### config.mk
export PLATFORM = sky130hd
export DESIGN_NAME = first_fit_heap_allocator_top
export DESIGN_NICKNAME = d
export VERILOG_FILES = /design/src/rtl/ffha_pkg.sv /design/src/rtl/first_fit_heap_allocator_top.sv /design/src/rtl/ffha_ctrl.sv /design/src/rtl/ffha_dp.sv
export SDC_FILE = /design/constraint.sdc
export NUM_CORES = 2
export LEC_CHECK = 0
export BUFFER_PORTS_ARGS = -buffer_cell sky130_fd_sc_hd__buf_2
export CAP_MARGIN = 20
export CORE_ASPECT_RATIO = 2
export CORE_MARGIN = 10
export CORE_UTILIZATION = 52
export DETAILED_ROUTE_END_ITERATION = 6
export HOLD_SLACK_MARGIN = 0.08
export PLACE_DENSITY_LB_ADDON = 0.15
export SYNTH_ARGS = -nofsm -noshare
export SYNTH_HDL_FRONTEND = slang
export SYNTH_SLANG_ARGS = --single-unit
### constraint.sdc
create_clock -name clk -period 8.5 [get_ports clk]
set_input_delay 0.85 -clock clk [delete_from_list [all_inputs] [get_ports clk]]
set_output_delay 0.85 -clock clk [all_outputs]
set_load 0.005 [all_outputs]
### src/rtl/ffha_pkg.sv
`default_nettype none
package ffha_pkg;

	localparam int ADDR_BITS    = 24;
	localparam int SIZE_BITS    = 25;
	localparam int RSIZE_BITS   = 26;
	localparam int HEADER_BYTES = 32;
	localparam int ALIGN_BYTES  = 16;

	localparam logic [SIZE_BITS-1:0]  HEAP_SPAN   = 25'd16777216;
	localparam logic [SIZE_BITS-1:0]  LIMIT_RESET = 25'd16777216;
	localparam logic [RSIZE_BITS-1:0] ALIGN_MASK  = RSIZE_BITS'(ALIGN_BYTES - 1);

	localparam logic OP_ALLOC   = 1'b0;
	localparam logic OP_RELEASE = 1'b1;

	localparam logic [1:0] ST_OK      = 2'd0;
	localparam logic [1:0] ST_NULL    = 2'd1;
	localparam logic [1:0] ST_FAIL    = 2'd2;
	localparam logic [1:0] ST_IGNORED = 2'd3;

	typedef struct packed {
		logic                 opcode;
		logic [SIZE_BITS-1:0] req_size;
		logic [ADDR_BITS-1:0] release_addr;
	} in_beat_t;

	typedef struct packed {
		logic [ADDR_BITS-1:0] payload_addr;
		logic [1:0]           status;
	} out_beat_t;

	typedef struct packed {
		logic [ADDR_BITS-1:0] start;
		logic [SIZE_BITS-1:0] bytes;
		logic                 free;
	} entry_t;

	typedef struct packed {
		logic start;
		logic search;
		logic cap_next;
		logic plan;
		logic shift;
		logic wr0;
		logic wr1;
		logic load_out;
	} dp_cmd_t;

	typedef struct packed {
		logic is_null;
		logic hit;
		logic miss;
		logic shift_done;
		logic out_free;
	} dp_status_t;

endpackage
`default_nettype wire

### src/rtl/first_fit_heap_allocator_top.sv
`default_nettype none
// The search walks the table one entry per cycle up to the hit; a split or merge then
//   walks only the tail past it.
// Requests are handled one at a time; the next beat can be taken in the cycle after the
//   result is loaded. A stalled result holds it off.
// Reset (arst_n low): table empty, heap top 0, heap_limit 16 MiB, no result pending.
// Table contents are not cleared; entries past the fill count are never read.
module first_fit_heap_allocator_top #(
	parameter int MAX_BLOCKS = 64
) (
	input  logic                           clk,
	input  logic                           arst_n,
	input  logic                           cfg_wr_en,
	input  logic [ffha_pkg::SIZE_BITS-1:0] cfg_wr_data,
	input  logic                           in_valid,
	output logic                           in_stall,
	input  ffha_pkg::in_beat_t             in_data,
	output logic                           out_valid,
	input  logic                           out_stall,
	output ffha_pkg::out_beat_t            out_data
);
	import ffha_pkg::*;

	// Command and status between sequencer and datapath.
	dp_cmd_t    cmd;
	dp_status_t st;

	// Sequencer: accept a beat, search, plan, shift, write back, deliver.
	ffha_ctrl u_ctrl (
		.clk      (clk),
		.arst_n   (arst_n),
		.in_valid (in_valid),
		.in_stall (in_stall),
		.st       (st),
		.cmd      (cmd)
	);

	// Datapath: block table memory, heap top, limit register and result register.
	// The result register holds a finished beat while the next request is taken.
	ffha_dp #(
		.MAX_BLOCKS (MAX_BLOCKS)
	) u_dp (
		.clk         (clk),
		.arst_n      (arst_n),
		.cfg_wr_en   (cfg_wr_en),
		.cfg_wr_data (cfg_wr_data),
		.in_data     (in_data),
		.out_valid   (out_valid),
		.out_stall   (out_stall),
		.out_data    (out_data),
		.cmd         (cmd),
		.st          (st)
	);

endmodule
`default_nettype wire

### src/rtl/ffha_ctrl.sv
`default_nettype none
module ffha_ctrl (
	input  logic                 clk,
	input  logic                 arst_n,
	input  logic                 in_valid,
	output logic                 in_stall,
	input  ffha_pkg::dp_status_t st,
	output ffha_pkg::dp_cmd_t    cmd
);
	import ffha_pkg::*;

	localparam logic [2:0] S_IDLE   = 3'd0;
	localparam logic [2:0] S_SEARCH = 3'd1;
	localparam logic [2:0] S_NEXT   = 3'd2;
	localparam logic [2:0] S_PLAN   = 3'd3;
	localparam logic [2:0] S_SHIFT  = 3'd4;
	localparam logic [2:0] S_WR0    = 3'd5;
	localparam logic [2:0] S_WR1    = 3'd6;
	localparam logic [2:0] S_DONE   = 3'd7;

	logic [2:0] state_q;
	logic [2:0] state_nxt;

	always_comb begin
		cmd       = '0;
		state_nxt = state_q;
		case (state_q)
			S_IDLE: begin
				cmd.start = in_valid;
				if (in_valid) state_nxt = S_SEARCH;
			end
			S_SEARCH: begin
				cmd.search = 1'b1;
				if (st.is_null || st.miss) state_nxt = S_PLAN;
				else if (st.hit) state_nxt = S_NEXT;
			end
			S_NEXT: begin
				cmd.cap_next = 1'b1;
				state_nxt    = S_PLAN;
			end
			S_PLAN: begin
				cmd.plan  = 1'b1;
				state_nxt = S_SHIFT;
			end
			S_SHIFT: begin
				cmd.shift = 1'b1;
				if (st.shift_done) state_nxt = S_WR0;
			end
			S_WR0: begin
				cmd.wr0   = 1'b1;
				state_nxt = S_WR1;
			end
			S_WR1: begin
				cmd.wr1   = 1'b1;
				state_nxt = S_DONE;
			end
			S_DONE: begin
				cmd.load_out = st.out_free;
				if (st.out_free) state_nxt = S_IDLE;
			end
			default: begin
				state_nxt = S_IDLE;
			end
		endcase
	end

	always_ff @(posedge clk or negedge arst_n) begin
		if (!arst_n) state_q <= S_IDLE;
		else state_q <= state_nxt;
	end

	assign in_stall = (state_q != S_IDLE);

endmodule
`default_nettype wire

### src/rtl/ffha_dp.sv
`default_nettype none
module ffha_dp #(
	parameter int MAX_BLOCKS = 64
) (
	input  logic                                clk,
	input  logic                                arst_n,
	input  logic                                cfg_wr_en,
	input  logic [ffha_pkg::SIZE_BITS-1:0]      cfg_wr_data,
	input  ffha_pkg::in_beat_t                  in_data,
	output logic                                out_valid,
	input  logic                                out_stall,
	output ffha_pkg::out_beat_t                 out_data,
	input  ffha_pkg::dp_cmd_t                   cmd,
	output ffha_pkg::dp_status_t                st
);
	import ffha_pkg::*;

	localparam int CW = $clog2(MAX_BLOCKS + 1);
	localparam int IW = (MAX_BLOCKS > 1) ? $clog2(MAX_BLOCKS) : 1;
	localparam logic [CW-1:0] CNT_MAX = CW'(MAX_BLOCKS);
	localparam logic [SIZE_BITS-1:0] H25 = SIZE_BITS'(HEADER_BYTES);
	localparam logic [ADDR_BITS-1:0] H24 = ADDR_BITS'(HEADER_BYTES);

	entry_t mem [MAX_BLOCKS];

	logic [SIZE_BITS-1:0]  limit_q;
	logic [CW-1:0]         count_q;
	logic [SIZE_BITS-1:0]  top_q;
	logic                  op_q;
	logic [RSIZE_BITS-1:0] size_q;
	logic [ADDR_BITS-1:0]  addr_q;
	logic [CW-1:0]         ptr_q;
	logic [CW-1:0]         n_q;
	logic                  up_q;
	logic [1:0]            d_q;
	entry_t                rdata_s1;
	logic [CW-1:0]         idx_s1;
	logic                  rd_vld_s1;
	entry_t                hit_q, prev_q, next_q;
	logic [CW-1:0]         hit_idx_q;
	logic                  hit_found_q, next_ok_q;
	logic                  w0_en_q, w1_en_q;
	logic [CW-1:0]         w0_idx_q, w1_idx_q;
	entry_t                w0_q, w1_q;
	logic [CW-1:0]         cnt_plan_q;
	logic [SIZE_BITS-1:0]  top_plan_q;
	out_beat_t             res_q, out_q;
	logic                  out_vld_q;

	logic                  search_issue, shift_issue, issue, match;
	logic [RSIZE_BITS-1:0] size_round;
	logic [CW-1:0]         sh_dst;
	logic                  we;
	logic [CW-1:0]         wa;
	entry_t                wd;

	// plan signals
	logic [CW-1:0]         j1, j2, jm1;
	logic [SIZE_BITS-1:0]  ceil;
	logic                  split, full, grow_over, prev_free, next_free;
	logic                  p_w0_en, p_w1_en, p_up;
	logic [CW-1:0]         p_w0_idx, p_w1_idx, p_n, p_ptr, p_count;
	entry_t                p_w0, p_w1;
	logic [1:0]            p_d;
	logic [SIZE_BITS-1:0]  p_top;
	out_beat_t             p_res;

	assign size_round = ({1'b0, in_data.req_size} + ALIGN_MASK) & ~ALIGN_MASK;

	assign search_issue = cmd.search && (ptr_q < count_q);
	assign shift_issue  = cmd.shift && (n_q != '0);
	assign issue        = search_issue || shift_issue;

	always_comb begin
		if (op_q == OP_ALLOC)
			match = rdata_s1.free && ({1'b0, rdata_s1.bytes} >= size_q);
		else
			match = !rdata_s1.free &&
				(({1'b0, rdata_s1.start} + H25) == {1'b0, addr_q});
	end

	assign st.is_null    = (op_q == OP_ALLOC) ? (size_q == '0) : (addr_q == '0);
	assign st.hit        = rd_vld_s1 && match;
	assign st.miss       = !rd_vld_s1 && (ptr_q == count_q);
	assign st.shift_done = (n_q == '0) && !rd_vld_s1;
	assign st.out_free   = !out_vld_q || !out_stall;

	// Read side: one address per cycle, data registered.
	always_ff @(posedge clk) begin
		rdata_s1 <= mem[ptr_q[IW-1:0]];
		idx_s1   <= ptr_q;
	end

	always_ff @(posedge clk or negedge arst_n) begin
		if (!arst_n) rd_vld_s1 <= 1'b0;
		else rd_vld_s1 <= issue;
	end

	// Write side: shift writeback, then the planned entries.
	assign sh_dst = up_q ? (idx_s1 + CW'(1)) : (idx_s1 - CW'(d_q));

	always_comb begin
		we = 1'b0;
		wa = sh_dst;
		wd = rdata_s1;
		if (cmd.shift && rd_vld_s1) begin
			we = 1'b1;
		end else if (cmd.wr0 && w0_en_q) begin
			we = 1'b1;
			wa = w0_idx_q;
			wd = w0_q;
		end else if (cmd.wr1 && w1_en_q) begin
			we = 1'b1;
			wa = w1_idx_q;
			wd = w1_q;
		end
	end

	always_ff @(posedge clk) begin
		if (we) mem[wa[IW-1:0]] <= wd;
	end

	always_ff @(posedge clk) begin
		if (cmd.start) begin
			op_q   <= in_data.opcode;
			size_q <= size_round;
			addr_q <= in_data.release_addr;
		end
		if (cmd.search && rd_vld_s1 && !match) prev_q <= rdata_s1;
		if (cmd.search && st.hit) begin
			hit_q     <= rdata_s1;
			hit_idx_q <= idx_s1;
		end
		if (cmd.cap_next) begin
			next_q    <= rdata_s1;
			next_ok_q <= rd_vld_s1;
		end
		if (cmd.plan) begin
			w0_en_q    <= p_w0_en;
			w0_idx_q   <= p_w0_idx;
			w0_q       <= p_w0;
			w1_en_q    <= p_w1_en;
			w1_idx_q   <= p_w1_idx;
			w1_q       <= p_w1;
			up_q       <= p_up;
			d_q        <= p_d;
			cnt_plan_q <= p_count;
			top_plan_q <= p_top;
			res_q      <= p_res;
		end
		if (cmd.load_out) out_q <= res_q;
	end

	always_ff @(posedge clk or negedge arst_n) begin
		if (!arst_n) begin
			ptr_q       <= '0;
			n_q         <= '0;
			hit_found_q <= 1'b0;
		end else begin
			if (cmd.start) begin
				ptr_q       <= '0;
				hit_found_q <= 1'b0;
			end else if (cmd.plan) begin
				ptr_q <= p_ptr;
				n_q   <= p_n;
			end else if (search_issue) begin
				ptr_q <= ptr_q + CW'(1);
			end else if (shift_issue) begin
				ptr_q <= up_q ? (ptr_q - CW'(1)) : (ptr_q + CW'(1));
				n_q   <= n_q - CW'(1);
			end
			if (cmd.search && st.hit) hit_found_q <= 1'b1;
		end
	end

	always_ff @(posedge clk or negedge arst_n) begin
		if (!arst_n) begin
			limit_q   <= LIMIT_RESET;
			count_q   <= '0;
			top_q     <= '0;
			out_vld_q <= 1'b0;
		end else begin
			if (cfg_wr_en) limit_q <= cfg_wr_data;
			if (cmd.wr1) begin
				count_q <= cnt_plan_q;
				top_q   <= top_plan_q;
			end
			if (cmd.load_out) out_vld_q <= 1'b1;
			else if (!out_stall) out_vld_q <= 1'b0;
		end
	end

	assign j1  = hit_idx_q + CW'(1);
	assign j2  = hit_idx_q + CW'(2);
	assign jm1 = hit_idx_q - CW'(1);

	assign ceil      = (limit_q > HEAP_SPAN) ? HEAP_SPAN : limit_q;
	assign full      = (count_q >= CNT_MAX);
	assign split     = ({2'b0, hit_q.bytes} >=
		({1'b0, size_q} + 27'(HEADER_BYTES + ALIGN_BYTES))) && !full;
	assign grow_over = ({2'b0, top_q} + 27'(HEADER_BYTES) + {1'b0, size_q}) >
		{2'b0, ceil};
	assign prev_free = (hit_idx_q != '0) && prev_q.free;
	assign next_free = next_ok_q && next_q.free;

	always_comb begin
		p_w0_en  = 1'b0;
		p_w0_idx = hit_idx_q;
		p_w0     = hit_q;
		p_w1_en  = 1'b0;
		p_w1_idx = j1;
		p_w1     = hit_q;
		p_n      = '0;
		p_ptr    = j1;
		p_up     = 1'b0;
		p_d      = 2'd1;
		p_count  = count_q;
		p_top    = top_q;
		p_res.payload_addr = '0;
		p_res.status       = ST_OK;
		if (st.is_null) begin
			p_res.status = ST_NULL;
		end else if (op_q == OP_ALLOC) begin
			if (hit_found_q) begin
				p_w0_en            = 1'b1;
				p_w0.free          = 1'b0;
				p_res.payload_addr = hit_q.start + H24;
				if (split) begin
					p_w0.bytes  = size_q[SIZE_BITS-1:0];
					p_w1_en     = 1'b1;
					p_w1.start  = hit_q.start + H24 + size_q[ADDR_BITS-1:0];
					p_w1.bytes  = hit_q.bytes - size_q[SIZE_BITS-1:0] - H25;
					p_w1.free   = 1'b1;
					p_n         = count_q - j1;
					p_ptr       = count_q - CW'(1);
					p_up        = 1'b1;
					p_count     = count_q + CW'(1);
				end
			end else if (full || grow_over) begin
				p_res.status = ST_FAIL;
			end else begin
				p_w0_en            = 1'b1;
				p_w0_idx           = count_q;
				p_w0.start         = top_q[ADDR_BITS-1:0];
				p_w0.bytes         = size_q[SIZE_BITS-1:0];
				p_w0.free          = 1'b0;
				p_count            = count_q + CW'(1);
				p_top              = top_q + H25 + size_q[SIZE_BITS-1:0];
				p_res.payload_addr = top_q[ADDR_BITS-1:0] + H24;
			end
		end else begin
			if (!hit_found_q) begin
				p_res.status = ST_IGNORED;
			end else begin
				p_w0_en   = 1'b1;
				p_w0.free = 1'b1;
				if (prev_free) begin
					p_w0_idx   = jm1;
					p_w0.start = prev_q.start;
					p_w0.bytes = prev_q.bytes + H25 + hit_q.bytes +
						(next_free ? (H25 + next_q.bytes) : '0);
				end else if (next_free) begin
					p_w0.bytes = hit_q.bytes + H25 + next_q.bytes;
				end
				if (prev_free && next_free) begin
					p_d     = 2'd2;
					p_ptr   = j2;
					p_n     = count_q - j2;
					p_count = count_q - CW'(2);
				end else if (prev_free) begin
					p_ptr   = j1;
					p_n     = count_q - j1;
					p_count = count_q - CW'(1);
				end else if (next_free) begin
					p_ptr   = j2;
					p_n     = count_q - j2;
					p_count = count_q - CW'(1);
				end
			end
		end
	end

	assign out_valid = out_vld_q;
	assign out_data  = out_q;

	a_count_bound: assert property (@(posedge clk) disable iff (!arst_n)
		count_q <= CNT_MAX) else $error("entry count above table depth");
	a_shift_dst: assert property (@(posedge clk) disable iff (!arst_n)
		(cmd.shift && rd_vld_s1) |-> (sh_dst < CNT_MAX))
		else $error("shift writeback outside table");
	a_top_bound: assert property (@(posedge clk) disable iff (!arst_n)
		top_q <= HEAP_SPAN) else $error("heap top beyond address space");
	a_release_used: assert property (@(posedge clk) disable iff (!arst_n)
		(cmd.plan && hit_found_q && (op_q == OP_RELEASE)) |-> !hit_q.free)
		else $error("release matched a free block");

endmodule
`default_nettype wire

==> impl_metrics.py <==
metrics = {
    "cts": {
        "cts_htree_levels": 5,
        "cts-hold-fix-buffers": 13,
        "clk_root_buffer_cell": "clkbuf_16",
        "postCtsSetupBuffers": 0,
        "clkSinkCount": 3715,
        "cts_resized": 0,
        "path_clk_slew_ps": 70,
        "cts_buffers": 326,
        "cts_tree": "built",
        "clk_latency_ps": 910,
        "cts_buffer_depth": 4,
    },
    "pwr": {
        "clkPwrFrac": 0.240,
        "design_power_total_mw": 62.4,
        "pwr-share-comb": 0.333,
        "powerDensity_mw_per_mm2": 359,
        "peakVddDrop_v": 0.000308,
        "p_seq_frac": 0.427,
        "switchingPower_mw": 21.1,
        "p_sw_frac": 0.338,
        "power_leakage_nw": 56.6,
        "p_int_mw": 41.3,
    },
    "global_routing": {
        "grt_pass1_wl_um": 649000,
        "gr-total-overflow": 0,
        "antenna_found_initial": 20,
        "grt_pass1_vias": 84600,
        "grt_max_degree": 150,
        "track_usage": 0.287,
    },
    "setup_path": {
        "crit_arrival_ps": 7930,
        "regToRegSetupSlack_ps": 1230,
        "cp_max_fo": 41,
        "setup.worst_path.end_class": "register",
        "crit_end": "u_dp.top_plan_q[5]",
        "startpoint": "u_dp.top_q[7]",
        "critPathLaunchType": "register",
        "worstSetupPathType": "reg -> reg",
        "r2r_start": "u_dp.top_q[7]",
        "rr_worst_depth": 25,
        "r2r-end": "u_dp.top_plan_q[5]",
        "worstPathRequired_ps": 9160,
    },
    "die": {
        "core_mm2": 0.297,
        "die_h_um": 793,
        "io_pins": 108,
        "die_w_um": 406,
        "start_util": 0.522,
        "num_rows": 283,
        "dieArea_mm2": 0.322,
    },
    "place": {
        "place_ws_ps": 1420,
        "place_congestion": 0.971,
        "placed_cells": 11800,
        "port_buffers": 107,
        "place_area_mm2": 0.163,
        "place_hpwl_um": 289000,
    },
    "synth": {
        "netlist_top_cells_area": "edfxtp_1, mux4_2, ha_1",
        "ys_warn_count": 0,
        "synth_cell_types": 110,
        "synth-xor-area-share": 0.0157,
        "yosysTopAreaCellShare": 0.693,
        "synth_enable_flop_cells": 3581,
        "synthesis.area_mm2": 0.155,
        "async_flop_share": 0.0207,
        "synth_simple_gate_area_frac": 0.0329,
        "syn_area_per_cell_um2": 19.5,
        "synth_top_family_by_area": "multiplexers",
        "synthAdderAreaFrac": 0.0307,
        "synth_nets": 8391,
        "synthMuxAreaShare": 0.159,
        "yosys_register_bits": 3715,
        "yosys_most_used_dff": "edfxtp_1",
        "synth_area_leader_cell": "edfxtp_1",
        "netlist_instances": 7949,
        "synth-seq-area-share": 0.713,
        "synth_compound_area_frac": 0.0356,
    },
    "timing": {
        "hold_slack_ps": 130,
        "period_needed_ps": 7270,
        "rsz0062_at_grt": "no",
        "timing.final.crit_share": 0.855,
        "hold_viol": 0,
        "max_slew_margin": 0.170,
        "worstMarginPinSlew_ps": 1230,
        "setup_viol": 0,
        "fmax_mhz": 138,
        "setup_tns_ps": 0,
        "slew_viol_final": 0,
        "setup_slack_ps": 1230,
        "fin_skew_ps": 53.9,
    },
    "layout": {
        "fin_area_mm2": 0.174,
        "areaGrowthSynthToFinish_pct": 11.9,
        "drive_gt1_frac": 0.250,
        "nFillCells": 21500,
        "stdcell_count": 12400,
        "final_util": 0.585,
        "final_nets": 8757,
    },
    "drt": {
        "route.detailed.drc": 0,
        "routed_wl_um": 462000,
        "ant_nets": 0,
        "first_pass_iters": 6,
        "wl_per_cell_um": 37.1,
        "vias": 81900,
        "vias_per_cell": 6.58,
        "drt_iter0_drc": 8725,
    },
    "min_path": {
        "min_path_type": "in -> reg",
    },
    "outcome": {
        "status": "complete, no violations",
    },
    "flow_run": {
        "cap_viol_max_count": 0,
    },
}
==> Yosys cell counts, drive strengths merged (17+ instances only) <==
cell type,n
nand2b,28
edfxtp,3581
nor2b,29
a21o,62
mux2,30
o21ai,294
nand4,39
dfxtp,57
buf,86
nor3,69
mux4,1050
and4,17
mux2i,72
or3,37
nand3,91
dfrtp,76
nand2,363
ha,330
a21oi,191
clkbuf,274
a211oi,24
xor2,114
and2,20
a22o,21
o21a,30
and3,45
inv,163
nor4,28
xnor2,165
a31oi,18
o211ai,25
nor2,248
fa,32
==> layout by cell type (no fill, tap or decap), types with 24 or more instances in the layout <==
master / count
a211oi_1: 24
a21o_1: 62
a21oi_1: 187
and3_1: 45
buf_12: 32
buf_2: 106
buf_4: 238
bufinv_16: 25
clkbuf_1: 47
clkbuf_16: 339
clkinv_1: 59
clkinv_2: 66
dfrtp_1: 70
dfxtp_1: 57
edfxtp_1: 3581
fa_1: 32
ha_1: 330
inv_1: 159
mux2_2: 29
mux2i_1: 72
mux4_2: 1050
nand2_1: 361
nand2b_1: 28
nand3_1: 90
nand4_1: 39
nor2_1: 178
nor2_4: 67
nor2b_1: 28
nor3_1: 68
nor4_1: 25
o21a_1: 30
o21ai_0: 238
o21ai_4: 50
or3_1: 37
xnor2_1: 165
xor2_1: 114
==> per-layer routing <==
metal / global-route usage / share of wire / up-vias
met5: 0 / 0.00014 / -
met4: 0.175 / 0.076 / 8
met3: 0.0411 / 0.062 / 1163
met2: 0.517 / 0.53 / 3667
met1: 0.318 / 0.33 / 43700
li1: - / - / 33400
==> area by class of cell <==
class	instances	area (µm²)	share of cell area
clock buffer	400	8850	0.0510
sequential	3715	111000	0.637
tap	3847	4810	0.0277
timing repair buffer	398	3300	0.0190
antenna	13	32.5	0.000187
clock inverter	196	1730	0.00994
multi-input combinational	3708	43700	0.252
inverter	166	631	0.00363
==> worst max-delay path, cell delays in order, from the launching register on <==
cell and delay (ps):
dfrtp_1 500, and3_1 250, and3_1 210, nand4_1 300, inv_1 220, nand2_1 90, xnor2_1 280, ha_1 340
and2_1 220, a221o_1 360, a31oi_4 200, a21oi_2 100, a21o_1 200, a21oi_1 220, xnor2_1 180, ha_1 300
a21oi_1 160, o21a_1 170, nor4bb_1 260, a21oi_1 110, nand3b_1 620, and4b_4 670, buf_4 340, o21ai_2 100
buf_4 290, mux2_2 330
==> power groups by stage <==
stage | sequential (mW) | combinational [mW] | clock [mW]
2_1_floorplan | 26.9 | 13.0 | 0
3_3_place_gp | 26.9 | 20.4 | 0
3_5_place_dp | 27.0 | 20.8 | 0
4_1_cts | 26.6 | 20.8 | 15.2
5_1_grt | 26.7 | 22.0 | 15.9
6_report | 26.6 | 20.8 | 15.0
==> worst min-delay path by stage <==
stage / from / to / slack (ps) / depth (start not counted)
after detailed placement: u_dp.idx_s1[6] / u_dp.hit_idx_q[6] / 390 / 0
final: in_data[22] / u_dp.addr_q[22] / 130 / 1
after CTS: in_data[22] / u_dp.addr_q[22] / 80 / 1
after global placement: u_dp.idx_s1[6] / u_dp.hit_idx_q[6] / 390 / 0
after floorplan: u_dp.ptr_q[0] / u_dp.idx_s1[0] / 370 / 0
after global routing: in_data[22] / u_dp.addr_q[22] / 120 / 1
==> registers in the layout, summed over array words and instances, names as in the netlist, 22 cells and up <==
| register | cells |
|---|---|
| u_dp.addr_q | 24 |
| u_dp.hit_q | 50 |
| u_dp.limit_q | 25 |
| u_dp.mem | 3200 |
| u_dp.next_q | 26 |
| u_dp.out_data | 26 |
| u_dp.prev_q | 50 |
| u_dp.rdata_s1 | 50 |
| u_dp.res_q | 26 |
| u_dp.size_q | 22 |
| u_dp.top_plan_q | 25 |
| u_dp.top_q | 25 |
| u_dp.w0_q | 50 |
| u_dp.w1_q | 50 |
==> kinds of logic (layout without fill, tap and decap cells) <==
kind of cell | Yosys count | after routing
other | 0 | 13
xor gates and xnor gates | 279 | 279
DFF | 3715 | 3715
adders and majority gates | 362 | 362
AOI/OAI and AO/OA | 850 | 850
buffers and inverters | 526 | 1160
muxes | 1152 | 1152
and+or+nand+nor | 1065 | 1065
No activity file was read; power rests on OpenSTA's default activity.
